`src/rtl/core/rrqs_pkg.sv`:
```
// Shared types and constants of the round-robin quantum scheduler.
package rrqs_pkg;

   localparam logic [1:0] CMD_LOAD    = 2'd0;
   localparam logic [1:0] CMD_RESTART = 2'd1;
   localparam logic [1:0] CMD_TICK    = 2'd2;

   localparam logic [1:0] CSR_PROCESS_COUNT = 2'd0;
   localparam logic [1:0] CSR_QUANTUM_LIMIT = 2'd1;

   localparam logic [4:0]  PCOUNT_RESET = 5'd1;
   localparam logic [15:0] QLIMIT_RESET = 16'd100;
   localparam logic [7:0]  IDLE_MARK    = 8'h2D;
   localparam logic [15:0] TICK_MAX     = 16'hFFFF;

   typedef enum logic [2:0] {
      ST_IDLE,
      ST_CLR_RD,
      ST_CLR_WR,
      ST_SCAN,
      ST_REQ,
      ST_POP,
      ST_LOOK,
      ST_RUN
   } state_type;

   typedef struct packed {
      logic load_wr;
      logic clr_start;
      logic clr_rd;
      logic clr_wr;
      logic tick_start;
      logic scan_step;
      logic requeue;
      logic pop;
      logic look;
      logic run;
   } cmd_type;

   typedef struct packed {
      logic clr_last;
      logic scan_done;
      logic ring_empty;
      logic out_free;
   } status_type;

endpackage

```
`src/rtl/core/round_robin_quantum_scheduler.sv`:
```
// Top level of the round-robin quantum scheduler.
// Load writes one table entry. Restart clears flags, then reads and writes each entry
// in turn to copy its burst. Tick: an arrival scan reads one table entry per cycle over
// the n entries in use, then requeue, dequeue and, if one is queued, look and run steps.
// One item is in work at a time; a result beat waits in an output register.
// Synchronous reset clears flags, ring, tick counter and valid bits; tables hold no reset.
module round_robin_quantum_scheduler #(
   parameter int MAX_PROCS = 16
) (
   input  logic        clock,
   input  logic        reset,
   input  logic        req_tvalid,
   output logic        req_tready,
   input  logic [39:0] req_tdata,   // slot[3:0], arrival[19:4], burst[27:20], label[35:28]
   input  logic [1:0]  req_tuser,   // command[1:0]
   output logic        rsp_tvalid,
   input  logic        rsp_tready,
   output logic [31:0] rsp_tdata,   // tick[15:0], run_slot[19:16], run_label[27:20],
                                    // first_run[28], completed[29]
   output logic [1:0]  rsp_tuser,   // idle[0], done_res[1]
   input  logic        csr_valid,
   output logic        csr_ready,
   input  logic [1:0]  csr_index,
   input  logic [15:0] csr_data
);

   rrqs_pkg::cmd_type    cmd;
   rrqs_pkg::status_type status;

   logic [15:0] rsp_tick;
   logic        rsp_idle;
   logic [3:0]  rsp_run_slot;
   logic [7:0]  rsp_run_label;
   logic        rsp_first_run;
   logic        rsp_completed;
   logic        rsp_done;

   assign csr_ready = 1'b1;

   rrqs_ctrl u_ctrl (
      .clock      (clock),
      .reset      (reset),
      .req_tvalid (req_tvalid),
      .req_tready (req_tready),
      .command    (req_tuser),
      .status     (status),
      .cmd        (cmd)
   );

   rrqs_dpath #(.MAX_PROCS(MAX_PROCS)) u_dpath (
      .clock         (clock),
      .reset         (reset),
      .cmd           (cmd),
      .status        (status),
      .csr_valid     (csr_valid && csr_ready),
      .csr_index     (csr_index),
      .csr_data      (csr_data),
      .req_slot      (req_tdata[3:0]),
      .req_arrival   (req_tdata[19:4]),
      .req_burst     (req_tdata[27:20]),
      .req_label     (req_tdata[35:28]),
      .rsp_tvalid    (rsp_tvalid),
      .rsp_tready    (rsp_tready),
      .rsp_tick      (rsp_tick),
      .rsp_idle      (rsp_idle),
      .rsp_run_slot  (rsp_run_slot),
      .rsp_run_label (rsp_run_label),
      .rsp_first_run (rsp_first_run),
      .rsp_completed (rsp_completed),
      .rsp_done      (rsp_done)
   );

   assign rsp_tdata = {2'b00, rsp_completed, rsp_first_run, rsp_run_label, rsp_run_slot,
                       rsp_tick};
   assign rsp_tuser = {rsp_done, rsp_idle};

   a_tick_busy: assert property (@(posedge clock) disable iff (reset)
      (req_tvalid && req_tready && (req_tuser == rrqs_pkg::CMD_TICK)) |=> !req_tready)
      else $error("input taken during tick processing");

   a_no_spurious: assert property (@(posedge clock) disable iff (reset)
      (req_tvalid && req_tready && (req_tuser != rrqs_pkg::CMD_TICK) && !rsp_tvalid)
      |=> !rsp_tvalid)
      else $error("result beat without a tick command");

   a_run_result: assert property (@(posedge clock) disable iff (reset)
      cmd.run |=> rsp_tvalid)
      else $error("run step did not load a result beat");

   a_pop_free: assert property (@(posedge clock) disable iff (reset)
      (cmd.pop || cmd.run) |-> status.out_free)
      else $error("result produced while output register busy");

endmodule

```
`src/rtl/core/rrqs_ram.sv`:
```
// Generic single-write, single-read RAM with registered read data.
module rrqs_ram #(
   parameter int WIDTH = 8,
   parameter int DEPTH = 16
) (
   input  logic                     clock,
   input  logic                     we,
   input  logic [$clog2(DEPTH)-1:0] waddr,
   input  logic [WIDTH-1:0]         wdata,
   input  logic                     re,
   input  logic [$clog2(DEPTH)-1:0] raddr,
   output logic [WIDTH-1:0]         rdata
);

   logic [WIDTH-1:0] mem_ff [DEPTH];
   logic [WIDTH-1:0] rdata_ff;

   always_ff @(posedge clock) begin
      if (we) begin
         mem_ff[waddr] <= wdata;
      end
      if (re) begin
         rdata_ff <= mem_ff[raddr];
      end
   end

   assign rdata = rdata_ff;

endmodule

```
`src/rtl/core/rrqs_ctrl.sv`:
```
// Sequencing state machine of the scheduler: command decode and step control.
module rrqs_ctrl (
   input  logic                   clock,
   input  logic                   reset,
   input  logic                   req_tvalid,
   output logic                   req_tready,
   input  logic [1:0]             command,
   input  rrqs_pkg::status_type   status,
   output rrqs_pkg::cmd_type      cmd
);

   rrqs_pkg::state_type state_ff;
   rrqs_pkg::state_type state_in;

   always_ff @(posedge clock) begin
      if (reset) begin
         state_ff <= rrqs_pkg::ST_IDLE;
      end else begin
         state_ff <= state_in;
      end
   end

   always_comb begin
      state_in   = state_ff;
      cmd        = '0;
      req_tready = 1'b0;
      case (state_ff)
         rrqs_pkg::ST_IDLE: begin
            req_tready = 1'b1;
            if (req_tvalid) begin
               case (command)
                  rrqs_pkg::CMD_LOAD: begin
                     cmd.load_wr = 1'b1;
                  end
                  rrqs_pkg::CMD_RESTART: begin
                     cmd.clr_start = 1'b1;
                     state_in      = rrqs_pkg::ST_CLR_RD;
                  end
                  rrqs_pkg::CMD_TICK: begin
                     cmd.tick_start = 1'b1;
                     state_in       = rrqs_pkg::ST_SCAN;
                  end
                  default: begin
                  end
               endcase
            end
         end
         rrqs_pkg::ST_CLR_RD: begin
            cmd.clr_rd = 1'b1;
            state_in   = rrqs_pkg::ST_CLR_WR;
         end
         rrqs_pkg::ST_CLR_WR: begin
            cmd.clr_wr = 1'b1;
            state_in   = status.clr_last ? rrqs_pkg::ST_IDLE : rrqs_pkg::ST_CLR_RD;
         end
         rrqs_pkg::ST_SCAN: begin
            cmd.scan_step = 1'b1;
            if (status.scan_done) begin
               state_in = rrqs_pkg::ST_REQ;
            end
         end
         rrqs_pkg::ST_REQ: begin
            cmd.requeue = 1'b1;
            state_in    = rrqs_pkg::ST_POP;
         end
         rrqs_pkg::ST_POP: begin
            if (status.out_free) begin
               cmd.pop  = 1'b1;
               state_in = status.ring_empty ? rrqs_pkg::ST_IDLE : rrqs_pkg::ST_LOOK;
            end
         end
         rrqs_pkg::ST_LOOK: begin
            cmd.look = 1'b1;
            state_in = rrqs_pkg::ST_RUN;
         end
         rrqs_pkg::ST_RUN: begin
            if (status.out_free) begin
               cmd.run  = 1'b1;
               state_in = rrqs_pkg::ST_IDLE;
            end
         end
         default: begin
            state_in = rrqs_pkg::ST_IDLE;
         end
      endcase
   end

endmodule

```
`src/rtl/core/rrqs_dpath.sv`:
```
// Scheduler datapath: process tables, progress flags, ready ring and result register.
module rrqs_dpath #(
   parameter int MAX_PROCS = 16
) (
   input  logic                   clock,
   input  logic                   reset,
   input  rrqs_pkg::cmd_type      cmd,
   output rrqs_pkg::status_type   status,
   input  logic                   csr_valid,
   input  logic [1:0]             csr_index,
   input  logic [15:0]            csr_data,
   input  logic [3:0]             req_slot,
   input  logic [15:0]            req_arrival,
   input  logic [7:0]             req_burst,
   input  logic [7:0]             req_label,
   output logic                   rsp_tvalid,
   input  logic                   rsp_tready,
   output logic [15:0]            rsp_tick,
   output logic                   rsp_idle,
   output logic [3:0]             rsp_run_slot,
   output logic [7:0]             rsp_run_label,
   output logic                   rsp_first_run,
   output logic                   rsp_completed,
   output logic                   rsp_done
);

   localparam int IW = $clog2(MAX_PROCS);
   localparam int CW = $clog2(MAX_PROCS + 1);
   localparam logic [IW-1:0] LAST_IDX = IW'(MAX_PROCS - 1);
   localparam logic [CW-1:0] FULL_CNT = CW'(MAX_PROCS);

   logic [4:0]           pcount_ff;
   logic [15:0]          qlimit_ff;
   logic [MAX_PROCS-1:0] started_ff;
   logic [MAX_PROCS-1:0] finished_ff;
   logic [MAX_PROCS-1:0] queued_ff;
   logic [MAX_PROCS-1:0] rem_vld_ff;
   logic [IW-1:0]        head_ff;
   logic [IW-1:0]        tail_ff;
   logic [CW-1:0]        count_ff;
   logic [15:0]          now_ff;
   logic                 last_vld_ff;
   logic [IW-1:0]        last_ff;
   logic [CW-1:0]        n_ff;
   logic                 past_ff;
   logic [CW-1:0]        scan_addr_ff;
   logic                 chk_vld_ff;
   logic [IW-1:0]        chk_idx_ff;
   logic [IW-1:0]        clr_idx_ff;
   logic [IW-1:0]        cur_ff;
   logic                 rsp_valid_ff;
   logic [15:0]          rsp_tick_ff;
   logic                 rsp_idle_ff;
   logic [3:0]           rsp_slot_ff;
   logic [7:0]           rsp_label_ff;
   logic                 rsp_first_ff;
   logic                 rsp_compl_ff;
   logic                 rsp_done_ff;

   logic [CW-1:0]  n_in;
   logic [15:0]    now_inc;
   logic           slot_ok;
   logic           load_we;
   logic           scan_rd;
   logic           scan_ok;
   logic           req_ok;
   logic           push;
   logic [IW-1:0]  push_slot;
   logic           ring_empty;
   logic           out_free;
   logic           rsp_load;
   logic [IW-1:0]  head_nx;
   logic [IW-1:0]  tail_nx;
   logic [15:0]    arr_rdata;
   logic [15:0]    info_rdata;
   logic [IW-1:0]  ring_rdata;
   logic [7:0]     rem_rdata;
   logic [7:0]     rem_eff;
   logic           run_done;
   logic           rem_we;
   logic [IW-1:0]  rem_waddr;
   logic [7:0]     rem_wdata;

   assign slot_ok    = 32'(req_slot) < MAX_PROCS;
   assign load_we    = cmd.load_wr && slot_ok;
   assign n_in       = (32'(pcount_ff) > MAX_PROCS) ? FULL_CNT : CW'(pcount_ff);
   assign now_inc    = (now_ff != rrqs_pkg::TICK_MAX) ? now_ff + 16'd1 : now_ff;
   assign scan_rd    = cmd.scan_step && (scan_addr_ff < n_ff);
   assign ring_empty = (count_ff == '0);
   assign out_free   = !rsp_valid_ff || rsp_tready;
   assign head_nx    = (head_ff == LAST_IDX) ? '0 : head_ff + 1'b1;
   assign tail_nx    = (tail_ff == LAST_IDX) ? '0 : tail_ff + 1'b1;

   assign scan_ok = cmd.scan_step && chk_vld_ff && !queued_ff[chk_idx_ff] &&
                    !finished_ff[chk_idx_ff] && (arr_rdata <= now_ff) &&
                    (started_ff[chk_idx_ff] || !past_ff) &&
                    !(last_vld_ff && (chk_idx_ff == last_ff));
   assign req_ok  = cmd.requeue && last_vld_ff && !finished_ff[last_ff] &&
                    !queued_ff[last_ff];
   assign push      = (scan_ok || req_ok) && (count_ff < FULL_CNT);
   assign push_slot = cmd.requeue ? last_ff : chk_idx_ff;

   assign rem_eff  = rem_vld_ff[cur_ff] ? rem_rdata : 8'd0;
   assign run_done = rem_eff <= 8'd1;
   assign rsp_load = (cmd.pop && ring_empty) || cmd.run;

   assign rem_we    = cmd.clr_wr || cmd.run;
   assign rem_waddr = cmd.run ? cur_ff : clr_idx_ff;
   assign rem_wdata = cmd.run ? (run_done ? 8'd0 : rem_eff - 8'd1) : info_rdata[7:0];

   rrqs_ram #(.WIDTH(16), .DEPTH(MAX_PROCS)) u_arrival_ram (
      .clock (clock),
      .we    (load_we),
      .waddr (IW'(req_slot)),
      .wdata (req_arrival),
      .re    (scan_rd),
      .raddr (scan_addr_ff[IW-1:0]),
      .rdata (arr_rdata)
   );

   rrqs_ram #(.WIDTH(16), .DEPTH(MAX_PROCS)) u_info_ram (
      .clock (clock),
      .we    (load_we),
      .waddr (IW'(req_slot)),
      .wdata ({req_label, req_burst}),
      .re    (cmd.clr_rd || cmd.look),
      .raddr (cmd.look ? ring_rdata : clr_idx_ff),
      .rdata (info_rdata)
   );

   rrqs_ram #(.WIDTH(IW), .DEPTH(MAX_PROCS)) u_ring_ram (
      .clock (clock),
      .we    (push),
      .waddr (tail_ff),
      .wdata (push_slot),
      .re    (cmd.pop && !ring_empty),
      .raddr (head_ff),
      .rdata (ring_rdata)
   );

   rrqs_ram #(.WIDTH(8), .DEPTH(MAX_PROCS)) u_rem_ram (
      .clock (clock),
      .we    (rem_we),
      .waddr (rem_waddr),
      .wdata (rem_wdata),
      .re    (cmd.look),
      .raddr (ring_rdata),
      .rdata (rem_rdata)
   );

   always_ff @(posedge clock) begin
      if (reset) begin
         pcount_ff    <= rrqs_pkg::PCOUNT_RESET;
         qlimit_ff    <= rrqs_pkg::QLIMIT_RESET;
         started_ff   <= '0;
         finished_ff  <= '0;
         queued_ff    <= '0;
         rem_vld_ff   <= '0;
         head_ff      <= '0;
         tail_ff      <= '0;
         count_ff     <= '0;
         now_ff       <= '0;
         last_vld_ff  <= 1'b0;
         chk_vld_ff   <= 1'b0;
         rsp_valid_ff <= 1'b0;
      end else begin
         if (csr_valid) begin
            case (csr_index)
               rrqs_pkg::CSR_PROCESS_COUNT: pcount_ff <= csr_data[4:0];
               rrqs_pkg::CSR_QUANTUM_LIMIT: qlimit_ff <= csr_data;
               default: begin
               end
            endcase
         end
         if (cmd.clr_start) begin
            started_ff  <= '0;
            finished_ff <= '0;
            queued_ff   <= '0;
            head_ff     <= '0;
            tail_ff     <= '0;
            count_ff    <= '0;
            now_ff      <= '0;
            last_vld_ff <= 1'b0;
         end
         if (cmd.clr_wr) begin
            rem_vld_ff[clr_idx_ff] <= 1'b1;
         end
         if (cmd.tick_start) begin
            chk_vld_ff <= 1'b0;
         end else if (cmd.scan_step) begin
            chk_vld_ff <= scan_rd;
         end
         if (push) begin
            queued_ff[push_slot] <= 1'b1;
            tail_ff              <= tail_nx;
            count_ff             <= count_ff + 1'b1;
         end
         if (cmd.requeue) begin
            last_vld_ff <= 1'b0;
         end
         if (cmd.pop) begin
            if (ring_empty) begin
               if (!past_ff) begin
                  now_ff <= now_inc;
               end
            end else begin
               head_ff  <= head_nx;
               count_ff <= count_ff - 1'b1;
            end
         end
         if (cmd.look) begin
            queued_ff[ring_rdata] <= 1'b0;
         end
         if (cmd.run) begin
            started_ff[cur_ff] <= 1'b1;
            now_ff             <= now_inc;
            if (run_done) begin
               finished_ff[cur_ff] <= 1'b1;
            end else begin
               last_vld_ff <= 1'b1;
            end
         end
         if (rsp_load) begin
            rsp_valid_ff <= 1'b1;
         end else if (rsp_tready) begin
            rsp_valid_ff <= 1'b0;
         end
      end
   end

   always_ff @(posedge clock) begin
      if (cmd.clr_start) begin
         clr_idx_ff <= '0;
      end else if (cmd.clr_wr) begin
         clr_idx_ff <= clr_idx_ff + 1'b1;
      end
      if (cmd.tick_start) begin
         n_ff         <= n_in;
         past_ff      <= now_ff >= qlimit_ff;
         scan_addr_ff <= '0;
      end else if (scan_rd) begin
         scan_addr_ff <= scan_addr_ff + 1'b1;
         chk_idx_ff   <= scan_addr_ff[IW-1:0];
      end
      if (cmd.look) begin
         cur_ff <= ring_rdata;
      end
      if (cmd.run && !run_done) begin
         last_ff <= cur_ff;
      end
      if (rsp_load) begin
         rsp_tick_ff <= now_ff;
         if (cmd.run) begin
            rsp_idle_ff  <= 1'b0;
            rsp_slot_ff  <= 4'(cur_ff);
            rsp_label_ff <= info_rdata[15:8];
            rsp_first_ff <= !started_ff[cur_ff];
            rsp_compl_ff <= run_done;
            rsp_done_ff  <= 1'b0;
         end else begin
            rsp_idle_ff  <= !past_ff;
            rsp_slot_ff  <= '0;
            rsp_label_ff <= past_ff ? 8'd0 : rrqs_pkg::IDLE_MARK;
            rsp_first_ff <= 1'b0;
            rsp_compl_ff <= 1'b0;
            rsp_done_ff  <= past_ff;
         end
      end
   end

   assign status.clr_last   = (clr_idx_ff == LAST_IDX);
   assign status.scan_done  = !(scan_addr_ff < n_ff) && !chk_vld_ff;
   assign status.ring_empty = ring_empty;
   assign status.out_free   = out_free;

   assign rsp_tvalid    = rsp_valid_ff;
   assign rsp_tick      = rsp_tick_ff;
   assign rsp_idle      = rsp_idle_ff;
   assign rsp_run_slot  = rsp_slot_ff;
   assign rsp_run_label = rsp_label_ff;
   assign rsp_first_run = rsp_first_ff;
   assign rsp_completed = rsp_compl_ff;
   assign rsp_done      = rsp_done_ff;

endmodule

```
`config.mk`:
```
export PLATFORM = sky130hd
export DESIGN_NAME = round_robin_quantum_scheduler
export DESIGN_NICKNAME = d
export VERILOG_FILES = /design/src/rtl/core/rrqs_pkg.sv /design/src/rtl/core/round_robin_quantum_scheduler.sv /design/src/rtl/core/rrqs_ram.sv /design/src/rtl/core/rrqs_ctrl.sv /design/src/rtl/core/rrqs_dpath.sv
export SDC_FILE = /design/constraint.sdc
export NUM_CORES = 1
export LEC_CHECK = 0
export BUFFER_PORTS_ARGS = -buffer_cell sky130_fd_sc_hd__buf_2
export CORE_ASPECT_RATIO = 0.9
export CORE_MARGIN = 10
export CORE_UTILIZATION = 34
export CTS_BUF_LIST = sky130_fd_sc_hd__clkbuf_4
export DETAILED_ROUTE_END_ITERATION = 16
export PLACE_DENSITY = 0.5
export SLEW_MARGIN = 25
export SYNTH_ARGS = -nofsm -noshare
export SYNTH_HDL_FRONTEND = slang
export SYNTH_HIERARCHICAL = 1
export SYNTH_SLANG_ARGS = --single-unit
```
`constraint.sdc`:
```
create_clock -name clock -period 4.87 [get_ports clock]
set_input_delay 0.487 -clock clock [delete_from_list [all_inputs] [get_ports clock]]
set_output_delay 0.487 -clock clock [all_outputs]
set_load 0.01 [all_outputs]
```
==> results.sh <==
export IMPL_status="finished, final reports clean"
export IMPL_worst_pin_slew_ns=1.03
export IMPL_drv_slew=0
export IMPL_ys_ff_latch=927
export IMPL_swShare=0.251
export IMPL_critPathMaxStageDelay_ns=0.82
export IMPL_nNetsFinal=2672
export IMPL_final_common_cell="edfxtp_1"
export IMPL_via_count=21400
export IMPL_start_kind="register"
export IMPL_drc=0
export IMPL_fmax_mhz=256
export IMPL_grt_pass1_wl_um=138000
export IMPL_clkTransAtPathRegs_ns=0.07
export IMPL_power_frac_seq=0.504
export IMPL_ys_flop_type="edfxtp_1"
export IMPL_total_leakage_power_nw=14.5
export IMPL_period_minus_slack_ns=3.91
export IMPL_clk_latency_ns=1.11
export IMPL_die_area_um2=124000
export IMPL_dieWidth_um=370
export IMPL_post_drt_wl_per_cell_um=21.6
export IMPL_rsz0062_at_grt="no"
export IMPL_synthTopCellsByArea="edfxtp_1, mux4_2, dfxtp_1"
export IMPL_reg2reg_depth=9
export IMPL_p_total_w=0.0179
export IMPL_slowest_stage="edfxtp_1"
export IMPL_slew_headroom=0.315
export IMPL_cts_buffer_depth=3
export IMPL_grt_pass1_vias=22200
export IMPL_finalWirelength_um=91200
export IMPL_comb_power_share=0.125
export IMPL_rrSetupSlack_ns=0.96
export IMPL_syn_instance_count=2194
export IMPL_worst_path_most_repeated_cell="mux4_2"
export IMPL_intPower_w=0.0134
export IMPL_cts_tree="built"
export IMPL_synth_top_area_share=0.639
export IMPL_cts_sinks=927
export IMPL_numCtsBuffers=240
export IMPL_grt_overflow_total=0
export IMPL_seq_area_frac_synth=0.708
export IMPL_clock_skew_ns=0.0752
export IMPL_area_growth_pct=16.6
export IMPL_cp_cell_sequence="mux4_2 > mux4_2 > nand2_1 > ha_1 > nor2_1 > a21oi_2 > nand2b_1 > o22ai_1 > buf_4"
export IMPL_synth_largest_area_cell="edfxtp_1"
export IMPL_pin_count=102
export IMPL_finalSetupViolations=0
export IMPL_ant_nets=0
export IMPL_antenna_found_initial=8
export IMPL_fp_dieH_um=335
export IMPL_peakVddDrop_uv=188
export IMPL_maxCapViolations=0
export IMPL_fp_coreArea_um2=109000
export IMPL_crit_path_end_kind="register"
export IMPL_post_route_period_util=0.803
export IMPL_synthArstFlopShare=0
export IMPL_dp_final_hpwl_um=55500
export IMPL_synth_edf_count=798
export IMPL_timing_setup_tns_ns=0
export IMPL_grt_max_degree=87
export IMPL_p_clk_frac=0.371
export IMPL_start_util=0.343
export IMPL_avgSynthCellArea_um2=17.1
export IMPL_required_ns=5.67
export IMPL_layout_common_cells="edfxtp_1, clkbuf_4, nor2_1, mux4_2, dfxtp_1"
export IMPL_drt_first_iter_violations=1419
export IMPL_final_hold_viol_count=0
export IMPL_power_density_nw_per_um2=410
export IMPL_first_pass_iters=7
export IMPL_grt_total_usage=0.146
export IMPL_hp_class="input port to register"
export IMPL_hold_buffers=73
export IMPL_yosysUniqueCellTypes=70
export IMPL_startpoint="u_dpath/cur_ff[0]$_DFFE_PP_"
export IMPL_crit_type="register to register"
export IMPL_routed_via_density=5.08
export IMPL_syn_area_um2=37500
export IMPL_cts_root_buf="clkbuf_4"
export IMPL_netSwitchingPower_w=0.00450
export IMPL_htree_levels=4
export IMPL_rows=115
export IMPL_postCtsSetupBuffers=0
export IMPL_crit_end="u_dpath/u_rem_ram/mem_ff[11][2]$_DFFE_PP_"
export IMPL_portBuffers=94
export IMPL_worstReg2RegStart="u_dpath/cur_ff[0]$_DFFE_PP_"
export IMPL_ys_warn_count=6
export IMPL_cp_max_fo=16
export IMPL_r2r_end="u_dpath/u_rem_ram/mem_ff[11][2]$_DFFE_PP_"
export IMPL_gp_congestion=0.813
export IMPL_drive_above_1_share=0.271
export IMPL_cts_repair_resized=0
export IMPL_crit_arrival_ns=4.71
synth_stat cells, types with 9 or more instances:
cell        n
buf_6      12
nor3_1     33
buf_2      18
buf_4      19
ha_1       48
inv_1      64
buf_1      16
o211ai_1    9
nor2_1    176
clkbuf_1   47
a22oi_1   118
edfxtp_1  798
a21oi_1    46
a31oi_1    16
a221oi_1   11
nand3_1    39
dfxtp_1   129
mux4_2    146
nand4_1    11
a32oi_1     9
and2_1     15
a21o_1     22
nor2b_1    21
o21ai_0    25
nand2_1   121
and3_1      9
nand2b_1   19
nand3b_1   12
mux2i_1    13
mux4_1     48
o31ai_1    12
worst min path at each step:
stage / startpoint / end / cells past startpoint
CTS: csr_index[0] / u_dpath/qlimit_ff[0]$_SDFFE_PP0P_ / 4
floorplan: u_dpath/rem_vld_ff[14]$_SDFFE_PP0P_ / u_dpath/rem_vld_ff[14]$_SDFFE_PP0P_ / 2
finish: csr_index[0] / u_dpath/qlimit_ff[0]$_SDFFE_PP0P_ / 4
global placement: u_dpath/rem_vld_ff[14]$_SDFFE_PP0P_ / u_dpath/rem_vld_ff[14]$_SDFFE_PP0P_ / 2
detailed placement: u_dpath/qlimit_ff[7]$_SDFFE_PP0P_ / u_dpath/qlimit_ff[7]$_SDFFE_PP0P_ / 2
global route: csr_index[0] / u_dpath/qlimit_ff[0]$_SDFFE_PP0P_ / 4
critical path, delay by kind of cell (launching register included):
kind	cells	cell delay (ns)
compound gates	2	0.55
fa+ha+maj	1	0.28
buf+inv	1	0.21
flops	1	0.82
mux	2	1.20
simple gates	3	0.56
metal layers:
metal	vias up	GRT usage	routed length [um]
met5	-	0	46
met4	8	0.0469	1770
met3	145	0.0341	4940
met2	671	0.242	45000
met1	10900	0.189	39400
li1	9681	-	-
flip-flops by register name, indices dropped and copies added (netlist names), 16 cells and up:
| register | count |
|---|---|
| u_dpath/queued_ff | 16 |
| u_dpath/finished_ff | 16 |
| u_dpath/rsp_tick | 16 |
| u_dpath/u_ring_ram/mem_ff | 64 |
| u_dpath/u_info_ram/rdata | 16 |
| u_dpath/qlimit_ff | 16 |
| u_dpath/u_arrival_ram/rdata | 16 |
| u_dpath/rem_vld_ff | 16 |
| u_dpath/u_rem_ram/mem_ff | 128 |
| u_dpath/u_arrival_ram/mem_ff | 256 |
| u_dpath/now_ff | 16 |
| u_dpath/u_info_ram/mem_ff | 256 |
| u_dpath/started_ff | 16 |
final cells by class:
type,instances,area [um^2]
repair buffers,238,1790
diodes,9,22.5
clock inverters,87,533
multi-input cells,1083,10200
well taps,1462,1830
fillers,10100,65700
flip-flops and latches,927,26600
inverters,69,259
clock buffers,339,2540
through the flow:
stage	setup WS, ns	std cells	instance area, um^2	util	hold WS (ns)
global placement	1.00	3705	39800	0.364	0.446
finish	0.962	4214	43700	0.399	0.167
detailed placement	0.970	3705	39800	0.364	0.450
CTS	0.908	4204	43600	0.399	0.0153
global route	0.640	4212	43700	0.399	0.0866
floorplan	1.52	2195	37500	-	0.431
power groups by stage:
stage / Sequential, W / Combinational (W) / Clock, W
floorplan: 0.00908 / 0.00157 / 0
finish: 0.00901 / 0.00224 / 0.00664
CTS: 0.00901 / 0.00225 / 0.00691
global route: 0.00903 / 0.00244 / 0.00736
detailed placement: 0.00919 / 0.00219 / 0
global placement: 0.00918 / 0.00216 / 0
kinds of logic (layout without fill, tap and decap cells):
logic type	after synthesis	after routing	share of synthesized area
AO/OA/AOI/OAI	316	316	0.0598
XOR/XNOR	16	16	0.00374
adder cells (fa/ha/maj)	48	48	0.0160
buffers and inverters	185	733	0.0244
flip-flops	927	927	0.708
multiplexers	211	211	0.126
other	2	12	0.000200
AND/OR/NAND/NOR	489	489	0.0614
No activity file was read; power rests on OpenSTA's default activity.
